### config.mk
export PLATFORM = sky130hd
export DESIGN_NAME = seven_segment_display_frame_builder
export DESIGN_NICKNAME = d
export VERILOG_FILES = /design/src/ssdfb_pkg.sv /design/src/ssdfb_front.sv /design/src/ssdfb_queue.sv /design/src/ssdfb_back.sv /design/src/seven_segment_display_frame_builder.sv
export SDC_FILE = /design/constraint.sdc
export NUM_CORES = 1
export LEC_CHECK = 0
export BUFFER_PORTS_ARGS = -buffer_cell sky130_fd_sc_hd__buf_2
export CAP_MARGIN = 20
export CORE_MARGIN = 3
export CORE_UTILIZATION = 60
export DETAILED_ROUTE_END_ITERATION = 6
export HOLD_SLACK_MARGIN = 0.1
export PLACE_DENSITY = 0.8
export SLEW_MARGIN = 5
export SYNTH_ARGS = -nofsm -noshare
export SYNTH_HDL_FRONTEND = slang
export SYNTH_SLANG_ARGS = --single-unit
### constraint.sdc
create_clock -name clk -period 9.11 [get_ports clk]
set_input_delay 0 -clock clk [delete_from_list [all_inputs] [get_ports clk]]
set_output_delay 0 -clock clk [all_outputs]
set_load 0.02 [all_outputs]
### src/ssdfb_pkg.sv
// Shared types, constants and helper functions of the display frame builder.
`timescale 1ns / 1ps
`default_nettype none
package ssdfb_pkg;

  // Request queue between the digit front end and the byte emitter.
  localparam int QUEUE_DEPTH = 4;
  localparam int QPTR_W      = $clog2(QUEUE_DEPTH);
  localparam int QCNT_W      = $clog2(QUEUE_DEPTH + 1);

  // Register indexes on the configuration port.
  localparam logic REG_DATA_MODE = 1'b0;
  localparam logic REG_DISP_CTRL = 1'b1;

  localparam logic [7:0] DATA_MODE_RESET = 8'h40;
  localparam logic [7:0] DISP_CTRL_RESET = 8'h88;

  // Display kinds.
  localparam logic [2:0] KIND_TEMP  = 3'd1;
  localparam logic [2:0] KIND_HUMID = 3'd2;
  localparam logic [2:0] KIND_LIGHT = 3'd3;
  localparam logic [2:0] KIND_PLAIN = 3'd4;

  // Segment table indexes.
  localparam logic [6:0] IDX_BLANK  = 7'd10;
  localparam logic [6:0] IDX_C      = 7'd11;
  localparam logic [6:0] IDX_H      = 7'd12;
  localparam logic [6:0] TABLE_SIZE = 7'd14;

  localparam logic [15:0] THRESH_FOUR = 16'd1000;
  localparam logic [15:0] THRESH_TWO  = 16'd9;

  // Reciprocal of ten, exact for any 16-bit dividend.
  localparam logic [32:0] RECIP10 = 33'd52429;

  typedef struct packed {
    logic [7:0]       addr;
    logic [3:0][7:0]  seg;
    logic [3:0]       ovf;
  } q_entry_t;

  typedef struct packed {
    logic [7:0] mode_cmd;
    logic [7:0] ctrl_cmd;
  } cfg_t;

  typedef struct packed {
    logic       strobe;
    logic [7:0] data;
    logic       frame_begin;
    logic       frame_end;
    logic       overflow;
    logic       last;
  } res_t;

  typedef enum logic [2:0] {
    PH_IDLE,
    PH_MODE,
    PH_ADDR,
    PH_SEG0,
    PH_SEG1,
    PH_SEG2,
    PH_SEG3,
    PH_CTRL
  } phase_t;

  // x / 10 by reciprocal multiply.
  function automatic logic [12:0] div10(input logic [15:0] x);
    logic [32:0] p;
    p = {17'd0, x} * RECIP10;
    return p[31:19];
  endfunction

  // x - 10*q, the low decimal digit.
  function automatic logic [3:0] rem10(input logic [15:0] x, input logic [12:0] q);
    logic [15:0] t;
    t = x - 16'({3'd0, q} * 16'd10);
    return t[3:0];
  endfunction

  function automatic logic [7:0] seg_pattern(input logic [6:0] idx);
    logic [7:0] pat;
    unique case (idx)
      7'd0:    pat = 8'h3f;
      7'd1:    pat = 8'h06;
      7'd2:    pat = 8'h5b;
      7'd3:    pat = 8'h4f;
      7'd4:    pat = 8'h66;
      7'd5:    pat = 8'h6d;
      7'd6:    pat = 8'h7d;
      7'd7:    pat = 8'h07;
      7'd8:    pat = 8'h7f;
      7'd9:    pat = 8'h6f;
      7'd11:   pat = 8'h39;
      7'd12:   pat = 8'h76;
      7'd13:   pat = 8'h80;
      default: pat = 8'h00;
    endcase
    return pat;
  endfunction

endpackage
`default_nettype wire

### src/ssdfb_front.sv
// Front end: splits the value into decimal digits and forms the segment bytes.
`timescale 1ns / 1ps
`default_nettype none
module ssdfb_front import ssdfb_pkg::*; (
  input  wire logic        clk,
  input  wire logic        rst,
  input  wire logic        take,
  input  wire logic [7:0]  addr,
  input  wire logic [15:0] value,
  input  wire logic [2:0]  kind,
  output logic             push,
  output q_entry_t         entry
);

  // stage 1: v / 10
  logic        vld1, vld2, vld3;
  logic [7:0]  addr1, addr2, addr3;
  logic [2:0]  kind1, kind2, kind3;
  logic        gt4_1, gt4_2, gt4_3;
  logic        gt2_1, gt2_2, gt2_3;
  logic [15:0] v1;
  logic [12:0] q1_1, q1_2, q1_3;
  // stage 2: v / 100, v % 10
  logic [3:0]  r0_2, r0_3;
  logic [9:0]  q2_2, q2_3;
  // stage 3: v / 1000, (v / 10) % 10
  logic [3:0]  r1_3;
  logic [6:0]  q3_3;

  logic [12:0] q2_full, q3_full;
  logic [3:0]  r2;
  logic [6:0]  d [4];

  assign q2_full = div10({3'd0, q1_1});
  assign q3_full = div10({6'd0, q2_2});

  always_ff @(posedge clk) begin
    if (rst) begin
      vld1 <= 1'b0;
      vld2 <= 1'b0;
      vld3 <= 1'b0;
    end else begin
      vld1 <= take;
      vld2 <= vld1;
      vld3 <= vld2;
    end
  end

  always_ff @(posedge clk) begin
    addr1 <= addr;
    kind1 <= kind;
    gt4_1 <= value > THRESH_FOUR;
    gt2_1 <= value > THRESH_TWO;
    v1    <= value;
    q1_1  <= div10(value);

    addr2 <= addr1;
    kind2 <= kind1;
    gt4_2 <= gt4_1;
    gt2_2 <= gt2_1;
    q1_2  <= q1_1;
    r0_2  <= rem10(v1, q1_1);
    q2_2  <= q2_full[9:0];

    addr3 <= addr2;
    kind3 <= kind2;
    gt4_3 <= gt4_2;
    gt2_3 <= gt2_2;
    q1_3  <= q1_2;
    r0_3  <= r0_2;
    q2_3  <= q2_2;
    r1_3  <= rem10({3'd0, q1_2}, {3'd0, q2_2});
    q3_3  <= q3_full[6:0];
  end

  assign r2 = rem10({6'd0, q2_3}, {6'd0, q3_3});

  always_comb begin
    priority if (gt4_3) begin
      d[0] = q3_3;
      d[1] = {3'd0, r2};
      d[2] = {3'd0, r1_3};
    end else if (gt2_3) begin
      d[0] = q1_3[6:0];
      d[1] = {3'd0, r0_3};
      d[2] = IDX_BLANK;
    end else begin
      d[0] = 7'd0;
      d[1] = {3'd0, r0_3};
      d[2] = IDX_BLANK;
    end
    unique case (kind3)
      KIND_TEMP:              d[3] = IDX_C;
      KIND_HUMID:             d[3] = IDX_H;
      KIND_LIGHT, KIND_PLAIN: d[3] = {3'd0, r0_3};
      default:                d[3] = IDX_BLANK;
    endcase
  end

  always_comb begin
    entry.addr = addr3;
    for (int i = 0; i < 4; i++) begin
      entry.seg[i] = seg_pattern(d[i]);
      entry.ovf[i] = d[i] >= TABLE_SIZE;
    end
  end

  assign push = vld3;

endmodule
`default_nettype wire

### src/ssdfb_queue.sv
// Small FIFO of decoded updates between the front end and the emitter.
`timescale 1ns / 1ps
`default_nettype none
module ssdfb_queue import ssdfb_pkg::*; (
  input  wire logic     clk,
  input  wire logic     rst,
  input  wire logic     push,
  input  wire q_entry_t din,
  input  wire logic     pop,
  output q_entry_t      dout,
  output logic          empty,
  output logic          full
);

  q_entry_t           mem [QUEUE_DEPTH];
  logic [QPTR_W-1:0]  wr_ptr, rd_ptr;
  logic [QCNT_W-1:0]  count;

  always_ff @(posedge clk) begin
    if (rst) begin
      wr_ptr <= '0;
      rd_ptr <= '0;
      count  <= '0;
    end else begin
      if (push) wr_ptr <= wr_ptr + 1'b1;
      if (pop)  rd_ptr <= rd_ptr + 1'b1;
      unique case ({push, pop})
        2'b10:   count <= count + 1'b1;
        2'b01:   count <= count - 1'b1;
        default: count <= count;
      endcase
    end
  end

  always_ff @(posedge clk) begin
    if (push) mem[wr_ptr] <= din;
  end

  assign dout  = mem[rd_ptr];
  assign empty = count == '0;
  assign full  = count == QCNT_W'(QUEUE_DEPTH);

  a_no_overrun: assert property (@(posedge clk) disable iff (rst) !(push && full && !pop))
    else $error("queue written while full");
  a_no_underrun: assert property (@(posedge clk) disable iff (rst) !(pop && empty))
    else $error("queue read while empty");

endmodule
`default_nettype wire

### src/ssdfb_back.sv
// Byte emitter: walks one queued update through its seven words.
`timescale 1ns / 1ps
`default_nettype none
module ssdfb_back import ssdfb_pkg::*; (
  input  wire logic     clk,
  input  wire logic     rst,
  input  wire cfg_t     cfg,
  input  wire q_entry_t head,
  input  wire logic     empty,
  output logic          pop,
  output res_t          res
);

  phase_t   state, state_next;
  q_entry_t cur;

  assign pop = ((state == PH_IDLE) || (state == PH_CTRL)) && !empty;

  always_comb begin
    unique case (state)
      PH_IDLE: state_next = pop ? PH_MODE : PH_IDLE;
      PH_MODE: state_next = PH_ADDR;
      PH_ADDR: state_next = PH_SEG0;
      PH_SEG0: state_next = PH_SEG1;
      PH_SEG1: state_next = PH_SEG2;
      PH_SEG2: state_next = PH_SEG3;
      PH_SEG3: state_next = PH_CTRL;
      PH_CTRL: state_next = pop ? PH_MODE : PH_IDLE;
      default: state_next = PH_IDLE;
    endcase
  end

  always_ff @(posedge clk) begin
    if (rst) state <= PH_IDLE;
    else     state <= state_next;
  end

  always_ff @(posedge clk) begin
    if (pop) cur <= head;
  end

  always_comb begin
    res = '0;
    unique case (state)
      PH_IDLE: res = '0;
      PH_MODE: begin
        res.strobe      = 1'b1;
        res.data        = cfg.mode_cmd;
        res.frame_begin = 1'b1;
        res.frame_end   = 1'b1;
      end
      PH_ADDR: begin
        res.strobe      = 1'b1;
        res.data        = cur.addr;
        res.frame_begin = 1'b1;
      end
      PH_SEG0: begin
        res.strobe   = 1'b1;
        res.data     = cur.seg[0];
        res.overflow = cur.ovf[0];
      end
      PH_SEG1: begin
        res.strobe   = 1'b1;
        res.data     = cur.seg[1];
        res.overflow = cur.ovf[1];
      end
      PH_SEG2: begin
        res.strobe   = 1'b1;
        res.data     = cur.seg[2];
        res.overflow = cur.ovf[2];
      end
      PH_SEG3: begin
        res.strobe    = 1'b1;
        res.data      = cur.seg[3];
        res.overflow  = cur.ovf[3];
        res.frame_end = 1'b1;
      end
      PH_CTRL: begin
        res.strobe      = 1'b1;
        res.data        = cfg.ctrl_cmd;
        res.frame_begin = 1'b1;
        res.frame_end   = 1'b1;
        res.last        = 1'b1;
      end
      default: res = '0;
    endcase
  end

endmodule
`default_nettype wire

### src/seven_segment_display_frame_builder.sv
// Top level of the seven-segment display frame builder.
`timescale 1ns / 1ps
`default_nettype none
// Each request (start_address, shown_value, display_kind) taken on start while
// busy is low turns into one display update of seven words, one per clock:
// the data-mode command (own frame), the start address and four segment
// bytes (one frame), and the display-control command (own frame, last_byte
// set). frame_begin marks a start condition before a word, frame_end a stop
// condition after it. A word is valid only in the cycle that strobe is high;
// the receiver cannot stall, so every word must be taken when it appears.
// Sustained rate is set by the emitter, which sends one word per cycle;
// requests follow back to back with no gap words. A request's first word
// appears once it has passed the digit extraction stages (one divide-by-ten
// multiply per stage), the request queue and the emitter's phase register.
// Up to four requests may be in flight; busy is high while all four slots
// are taken.
// The two command registers sit on the APB port at 0x0 (data mode, reset
// 0x40) and 0x4 (display control, reset 0x88); write them only while idle.
module seven_segment_display_frame_builder import ssdfb_pkg::*; (
  input  wire logic        clk,
  input  wire logic        rst,
  // request
  input  wire logic        start,
  output logic             busy,
  input  wire logic [7:0]  start_address,
  input  wire logic [15:0] shown_value,
  input  wire logic [2:0]  display_kind,
  // result words
  output logic             strobe,
  output logic [7:0]       out_byte,
  output logic             frame_begin,
  output logic             frame_end,
  output logic             digit_overflow,
  output logic             last_byte,
  // configuration
  input  wire logic        psel,
  input  wire logic        penable,
  input  wire logic        pwrite,
  input  wire logic [2:0]  paddr,
  input  wire logic [31:0] pwdata,
  output logic [31:0]      prdata,
  output logic             pready
);

  cfg_t              cfg;
  logic              take;
  logic              push, pop, q_empty, q_full;
  q_entry_t          entry, head;
  res_t              res;
  logic [QCNT_W-1:0] inflight;
  logic              reg_sel;

  // ---------------- configuration registers ----------------
  assign pready  = 1'b1;
  assign reg_sel = paddr[2];   // low address bits are don't care

  always_ff @(posedge clk) begin
    if (rst) begin
      cfg.mode_cmd <= DATA_MODE_RESET;
      cfg.ctrl_cmd <= DISP_CTRL_RESET;
    end else if (psel && penable && pwrite && pready) begin
      unique case (reg_sel)
        REG_DATA_MODE: cfg.mode_cmd <= pwdata[7:0];
        REG_DISP_CTRL: cfg.ctrl_cmd <= pwdata[7:0];
        default:       cfg <= cfg;
      endcase
    end
  end

  always_comb begin
    unique case (reg_sel)
      REG_DATA_MODE: prdata = {24'd0, cfg.mode_cmd};
      REG_DISP_CTRL: prdata = {24'd0, cfg.ctrl_cmd};
      default:       prdata = '0;
    endcase
  end

  // ---------------- request intake and slot accounting ----------------
  // inflight counts requests taken but not yet popped by the emitter; capping
  // it at the queue depth guarantees the front end never finds the queue full.
  assign take = start && !busy;
  assign busy = inflight == QCNT_W'(QUEUE_DEPTH);

  always_ff @(posedge clk) begin
    if (rst) begin
      inflight <= '0;
    end else begin
      unique case ({take, pop})
        2'b10:   inflight <= inflight + 1'b1;
        2'b01:   inflight <= inflight - 1'b1;
        default: inflight <= inflight;
      endcase
    end
  end

  ssdfb_front u_front (
    .clk   (clk),
    .rst   (rst),
    .take  (take),
    .addr  (start_address),
    .value (shown_value),
    .kind  (display_kind),
    .push  (push),
    .entry (entry)
  );

  ssdfb_queue u_queue (
    .clk   (clk),
    .rst   (rst),
    .push  (push),
    .din   (entry),
    .pop   (pop),
    .dout  (head),
    .empty (q_empty),
    .full  (q_full)
  );

  ssdfb_back u_back (
    .clk   (clk),
    .rst   (rst),
    .cfg   (cfg),
    .head  (head),
    .empty (q_empty),
    .pop   (pop),
    .res   (res)
  );

  // ---------------- result word ----------------
  assign strobe         = res.strobe;
  assign out_byte       = res.data;
  assign frame_begin    = res.frame_begin;
  assign frame_end      = res.frame_end;
  assign digit_overflow = res.overflow;
  assign last_byte      = res.last;

  // slot count never exceeds queue depth
  a_inflight_cap: assert property (@(posedge clk) disable iff (rst)
      inflight <= QCNT_W'(QUEUE_DEPTH))
    else $error("more requests in flight than queue slots");
  // a full queue implies every slot is accounted as in flight
  a_full_busy: assert property (@(posedge clk) disable iff (rst) q_full |-> busy)
    else $error("queue full while intake open");
  // the address word always directly follows the one-word command frame
  a_addr_after_cmd: assert property (@(posedge clk) disable iff (rst)
      (strobe && frame_begin && !frame_end) |->
        $past(strobe && frame_begin && frame_end && !last_byte))
    else $error("address word without preceding data-mode word");

endmodule
`default_nettype wire

Word level (Yosys, flattened, before mapping)
Memory sizes are Yosys's and may differ from the RTL's. A register that Yosys moved wholly into a read port is not among the register bits. Cells that the tools add are included.

RAM bits: 176. ROM bits: 512. Bits of input ports: 68. Word-level logic and storage cells: 115. Output and inout bits: 47. Bits in registers: 135. Memories kept: 5.

$mul: 6. Bitwise gates (word level): 1. Magnitude comparators: 6. Multiplexer cells: 19. Add/subtract/negate cells: 9. Reduce and logical (&&, ||, !) cells: 21. Eq/ne operators: 16.

Memory list: u_queue.mem (depth 4, bits a word 44, read ports 1, clocked after Yosys merged registers in 1, wr ports 1, RTL line ssdfb_queue.sv:15) `q_entry_t mem [QUEUE_DEPTH];`; (name not given) (depth 16, bits a word 8, read ports 1, clocked after Yosys merged registers in 0, wr ports 0, RTL line ssdfb_pkg.sv:83) `unique case (idx)`; (name not given) (depth 16, bits a word 8, read ports 1, clocked after Yosys merged registers in 0, wr ports 0, RTL line ssdfb_pkg.sv:83); (name not given) (depth 16, bits a word 8, read ports 1, clocked after Yosys merged registers in 0, wr ports 0, RTL line ssdfb_pkg.sv:83); (name not given) (depth 16, bits a word 8, read ports 1, clocked after Yosys merged registers in 0, wr ports 0, RTL line ssdfb_pkg.sv:83).

Operator list (count): $pmux 9 s8 (1); $pmux 32 s2 (1); $mux 21 (2); $mul 16x16->32 const B (1); $mux 8 (4); $mul 13x16->29 const B (1); $mul 10x16->26 const B (1); $ge 7x4->1 const B (3); $pmux 3 s7 (1); $eq 3x3->1 const B (6); $gt 16x10->1 const B (1); $gt 16x4->1 const B (1); $logic_not 3->1 (5); $mul 13x3->3 const B (1); $eq 3x2->1 const B (4); $pmux 3 s2 (2); $pmux 4 s3 (1); $sub 4x4->4 (3); $mul 10x3->3 const B (1); $mul 7x3->3 const B (1); $add 3x1->3 const B (2); $eq 3x1->1 const B (2); $mux 1 (6); $reduce_or 3->1 (2); 14 further kinds (25).

Longest topological paths before layout
Depth in word-level cells: 5. Gate-level depth with buffers: 20. Gate-level depth less buffers: 19.

By module
A second synthesis with hierarchy kept.

Cells, all modules: 1897. Area total of the unflattened synthesis: 23156.0 um^2.

Modules (own cells, without submodules): ssdfb_front (area each 13198.9 um^2, instances 1, cells each 1375); ssdfb_queue (area each 6841.6 um^2, instances 1, cells each 277); ssdfb_back (area each 2042.0 um^2, instances 1, cells each 133); seven_segment_display_frame_builder (area each 1073.5 um^2, instances 1, cells each 112).

Worst setup path after synthesis
Ideal clock, no wire load.

Path kind: input-to-reg. Start: input port shown_value[2]. End: register u_front.q1_1[11]. Setup slack: 4343 ps. Stages on the path: 18. Required time: 8989 ps. Arrival: 4646 ps. Path through: inv_1 -> ha_1 -> fa_1 -> inv_1 -> fa_1 -> fa_1 -> fa_1 -> inv_1 -> fa_1 -> inv_1 -> ha_1 -> and4_4 -> nor3b_1 -> a311oi_2 -> o22ai_2 -> nor4_2 -> o21bai_2 -> xor2_1.

Word-level cells in the longest chain between the ends: 1.

RTL lines: from (decl) (RTL line seven_segment_display_frame_builder.sv:26) `input wire logic [15:0] shown_value,`; $mul 16x16->32 (RTL line ssdfb_pkg.sv:70) `p = {17'd0, x} * RECIP10;`; to (signal assigned) (RTL line ssdfb_front.sv:55) `q1_1 <= div10(value);`; to (decl) (RTL line ssdfb_front.sv:22) `logic [12:0] q1_1, q1_2, q1_3;`.

No other way between the ends. A chain may end at the register's enable or synchronous reset.

Worst setup path after layout
Start: input port shown_value[0]. End: register u_front.q1_1[11].

The elaborated chain is that of the path after synthesis.

==> metrics.md <==
| Metric | Value |
|---|---|
| CP most frequent cell | `inv_1` |
| DR vias | `14,095` |
| Sequential fraction of the synthesis area | `0.404` |
| GP Congestion | `0.897` |
| Post-CTS setup buffers | `0` |
| Clock Skew | `0.0211 ns` |
| Hold Path Class | `in2reg` |
| Worst Path Arrival | `5.70 ns` |
| Boundary Pins | `115` |
| Worst Tran Pin Value | `1.18 ns` |
| Worst-path fanout max | `9` |
| Die Height | `202 um` |
| Clk root buf | `clkbuf_16` |
| Commonest cells in the netlist | `inv_1, ha_1, edfxtp_1` |
| Clock tree buffer depth | `3` |
| Status | `completed` |
| H-tree depth | `2` |
| RSZ-0062 raised after global routing | `no` |
| Final Max Tran Viols | `0` |
| Met3 wire length | `2.11 mm` |
| Period utilisation layout | `0.580` |
| Most used standard cell by instance count after synthesis | `inv_1` |
| Avg WL per Cell | `18.3 um` |
| Ant. Diodes | `0` |
| Ys flop type | `edfxtp_1` |
| Initial antenna violation count | `0` |
| Worst r2r src | `u_front.q1_1[5]` |
| Clk slew on worst S/H paths | `0.06 ns` |
| Worst Path Required | `9.53 ns` |
| Yosys warnings | `0` |
| Setup TNS | `0 ns` |
| FF+latch count, synth | `354` |
| Clk sink count | `354` |
| Final min period | `5.28 ns` |
| Setup crit start | `shown_value[0]` |
| R2R Path End | `u_front.q2_2[7]` |
| Tot GR Track Use | `0.233` |
| Met1 Routed Length | `19.7 mm` |
| Layout cells sized above 1 | `0.106` |
| Hpwl dp | `33.8 mm` |
| Die Wd | `202 um` |
| Worst setup path end | `u_front.q1_1[11]` |
| Final WL | `46.5 mm` |
| Largest stage delay, worst path | `0.54 ns` |
| Core Footprint | `37,800 um^2` |
| DR iter-0 viols | `839` |
| CTS tree | `yes` |
| EDFF count, synth | `220` |
| Uppermost layer routed | `met4` |
| Count of input and output buffers | `63` |
| Mapped Cells | `1,882` |
| Clock Latency Late Sink | `0.54 ns` |
| Slew HR | `0.211` |
| Final #Nets | `2,565` |
| Via/cell ratio | `5.54` |
| Synth Cell Area | `23,000 um^2` |
| Die area | `40,700 um^2` |
| Number of routed nets with antenna violations | `0` |
| Congestion Overflow GR | `0` |
| Pin count of the biggest net entering global routing | `50` |
| Slack of the worst reg-to-reg path | `3.93 ns` |
| Cell chain of the critical path | `dlygate4sd3_1, buf_2, inv_1, ha_1, ha_1, inv_1, fa_1, inv_1, fa_1, fa_1, inv_1, fa_1, inv_1, ha_1, a21oi_1, nor3b_1, a311oi_2, o22ai_2, nor4_2, o21bai_2, xor2_1` |
| P&R area growth vs syn | `10.9%` |
| Resized cells post-CTS | `0` |
| Vias in the first global route | `14,760` |
| FF-to-FF path depth | `19` |
| Final setup violation count | `0` |
| Max Clk Rate | `189 MHz` |
| First-pass GRT wire length | `76.1 mm` |
| Starting Density | `0.609` |
| Netlist cell types | `77` |
| First-pass detailed-route iteration total | `6` |
| Synth top area share | `0.287` |
| CP Capture Type | `register` |
| CP Launch Type | `input pin` |
| Async S/R FF share, synth | `0` |
| Dominant cells by area after synthesis | `edfxtp_1, ha_1, fa_1` |
| # DRC | `0` |
| Fin. Hold Viols | `0` |
| Routed wl met2 | `23.5 mm` |
| Max_cap viols | `0` |
| Crit Path Category | `in2reg` |
| Yosys top cell by area | `edfxtp_1` |
| Total CTS buffers | `37` |
| Mapped Avg Cell Area | `12.2 um^2` |
| CP max-delay cell | `fa_1` |
| Row count | `71` |
## repair_timing
| action | CTS | global route |
|---|---|---|
| endpoints found under the hold margin | 47 | 0 |
| endpoints found under the setup margin | 0 | 0 |
| hold buffers | 51 | 0 |
## layout by cell type, fill, tap and decap left out, types with 33 or more instances in the layout
cell           synthesis  final
ha_1                 327    327
inv_1                369    369
clkbuf_16              0     38
dfxtp_1              134    132
mux4_2                45     45
edfxtp_1             220    220
buf_2                  8     63
fa_1                 163    163
nor2_1                63     63
o21ai_0               33     33
a21oi_1               73     73
nand2_1               81     81
dlygate4sd3_1          0     51
## area by class of cell
type | count | area (um^2)
Fill cell | 2708 | 12200
Timing Repair Buffer | 122 | 886
Inverter | 369 | 1390
Sequential cell | 354 | 9290
Tap cell | 511 | 639
Clock buffer | 50 | 1040
Multi-Input combinational cell | 1123 | 12100
Clock inverter | 17 | 176
## registers in the layout (all words and copies together) (netlist names), 7 cells and up
signal / count
u_queue.mem: 176
u_back.cur: 44
cfg: 16
u_front.q1_1: 13
u_front.q2_2: 10
u_front.addr1: 8
u_front.addr2: 8
u_front.addr3: 8
u_front.q1_2: 7
u_front.q1_3: 7
u_front.q3_3: 7
## cells by family (layout without fill, tap and decap cells)
family | count (synthesis) | in the layout | share of synthesized area
buffers and inverters | 428 | 558 | 0.0744
AND/OR/NAND/NOR | 240 | 240 | 0.0506
multiplexers | 71 | 71 | 0.0565
AO/OA/AOI/OAI | 243 | 243 | 0.0739
adder cells (fa/ha/maj) | 490 | 490 | 0.320
flip-flops | 354 | 354 | 0.404
other | 2 | 25 | 0.000327
XOR/XNOR | 54 | 54 | 0.0206
## layer usage
layer,vias up,GRT usage
li1,6649,-
met1,6982,0.309
met2,386,0.408
met3,78,0.0324
met4,0,0.0628
met5,-,0
## worst max-delay path, delay by kind of cell
kind                     cells  cell delay [ns]
AO/OA/AOI/OAI                4             0.89
XOR/XNOR                     1             0.14
adder cells (fa/ha/maj)      7             3.15
buffers and inverters        7             1.04
AND/OR/NAND/NOR              2             0.45
## per-stage QoR
stage / utilization / area, um^2 / hold WS, ns / std cells / worst slack, ns
floorplan: - / 23100 / 0.0277 / 1905 / 4.34
global placement: 0.630 / 23800 / 0.104 / 2428 / 3.76
detailed placement: 0.630 / 23800 / 0.104 / 2428 / 3.70
CTS: 0.676 / 25500 / 0.104 / 2546 / 3.87
global route: 0.676 / 25500 / 0.189 / 2546 / 3.58
finish: 0.676 / 25500 / 0.158 / 2546 / 3.83
## how the worst min path moves through the flow
stage                           from                to  slack (ns)  depth (start not counted)
global route                  pwrite            cfg[5]        0.19                          4
CTS                           pwrite            cfg[1]        0.10                          4
finish                        pwrite            cfg[0]        0.16                          4
floorplan           start_address[0]  u_front.addr1[0]        0.03                          0
global placement     display_kind[1]  u_front.kind1[1]        0.10                          1
detailed placement  start_address[5]  u_front.addr1[5]        0.10                          1
Power is left out: the tool's default activity adds up to more than one toggle a clock period on the data nets, which glitch-free logic cannot reach.
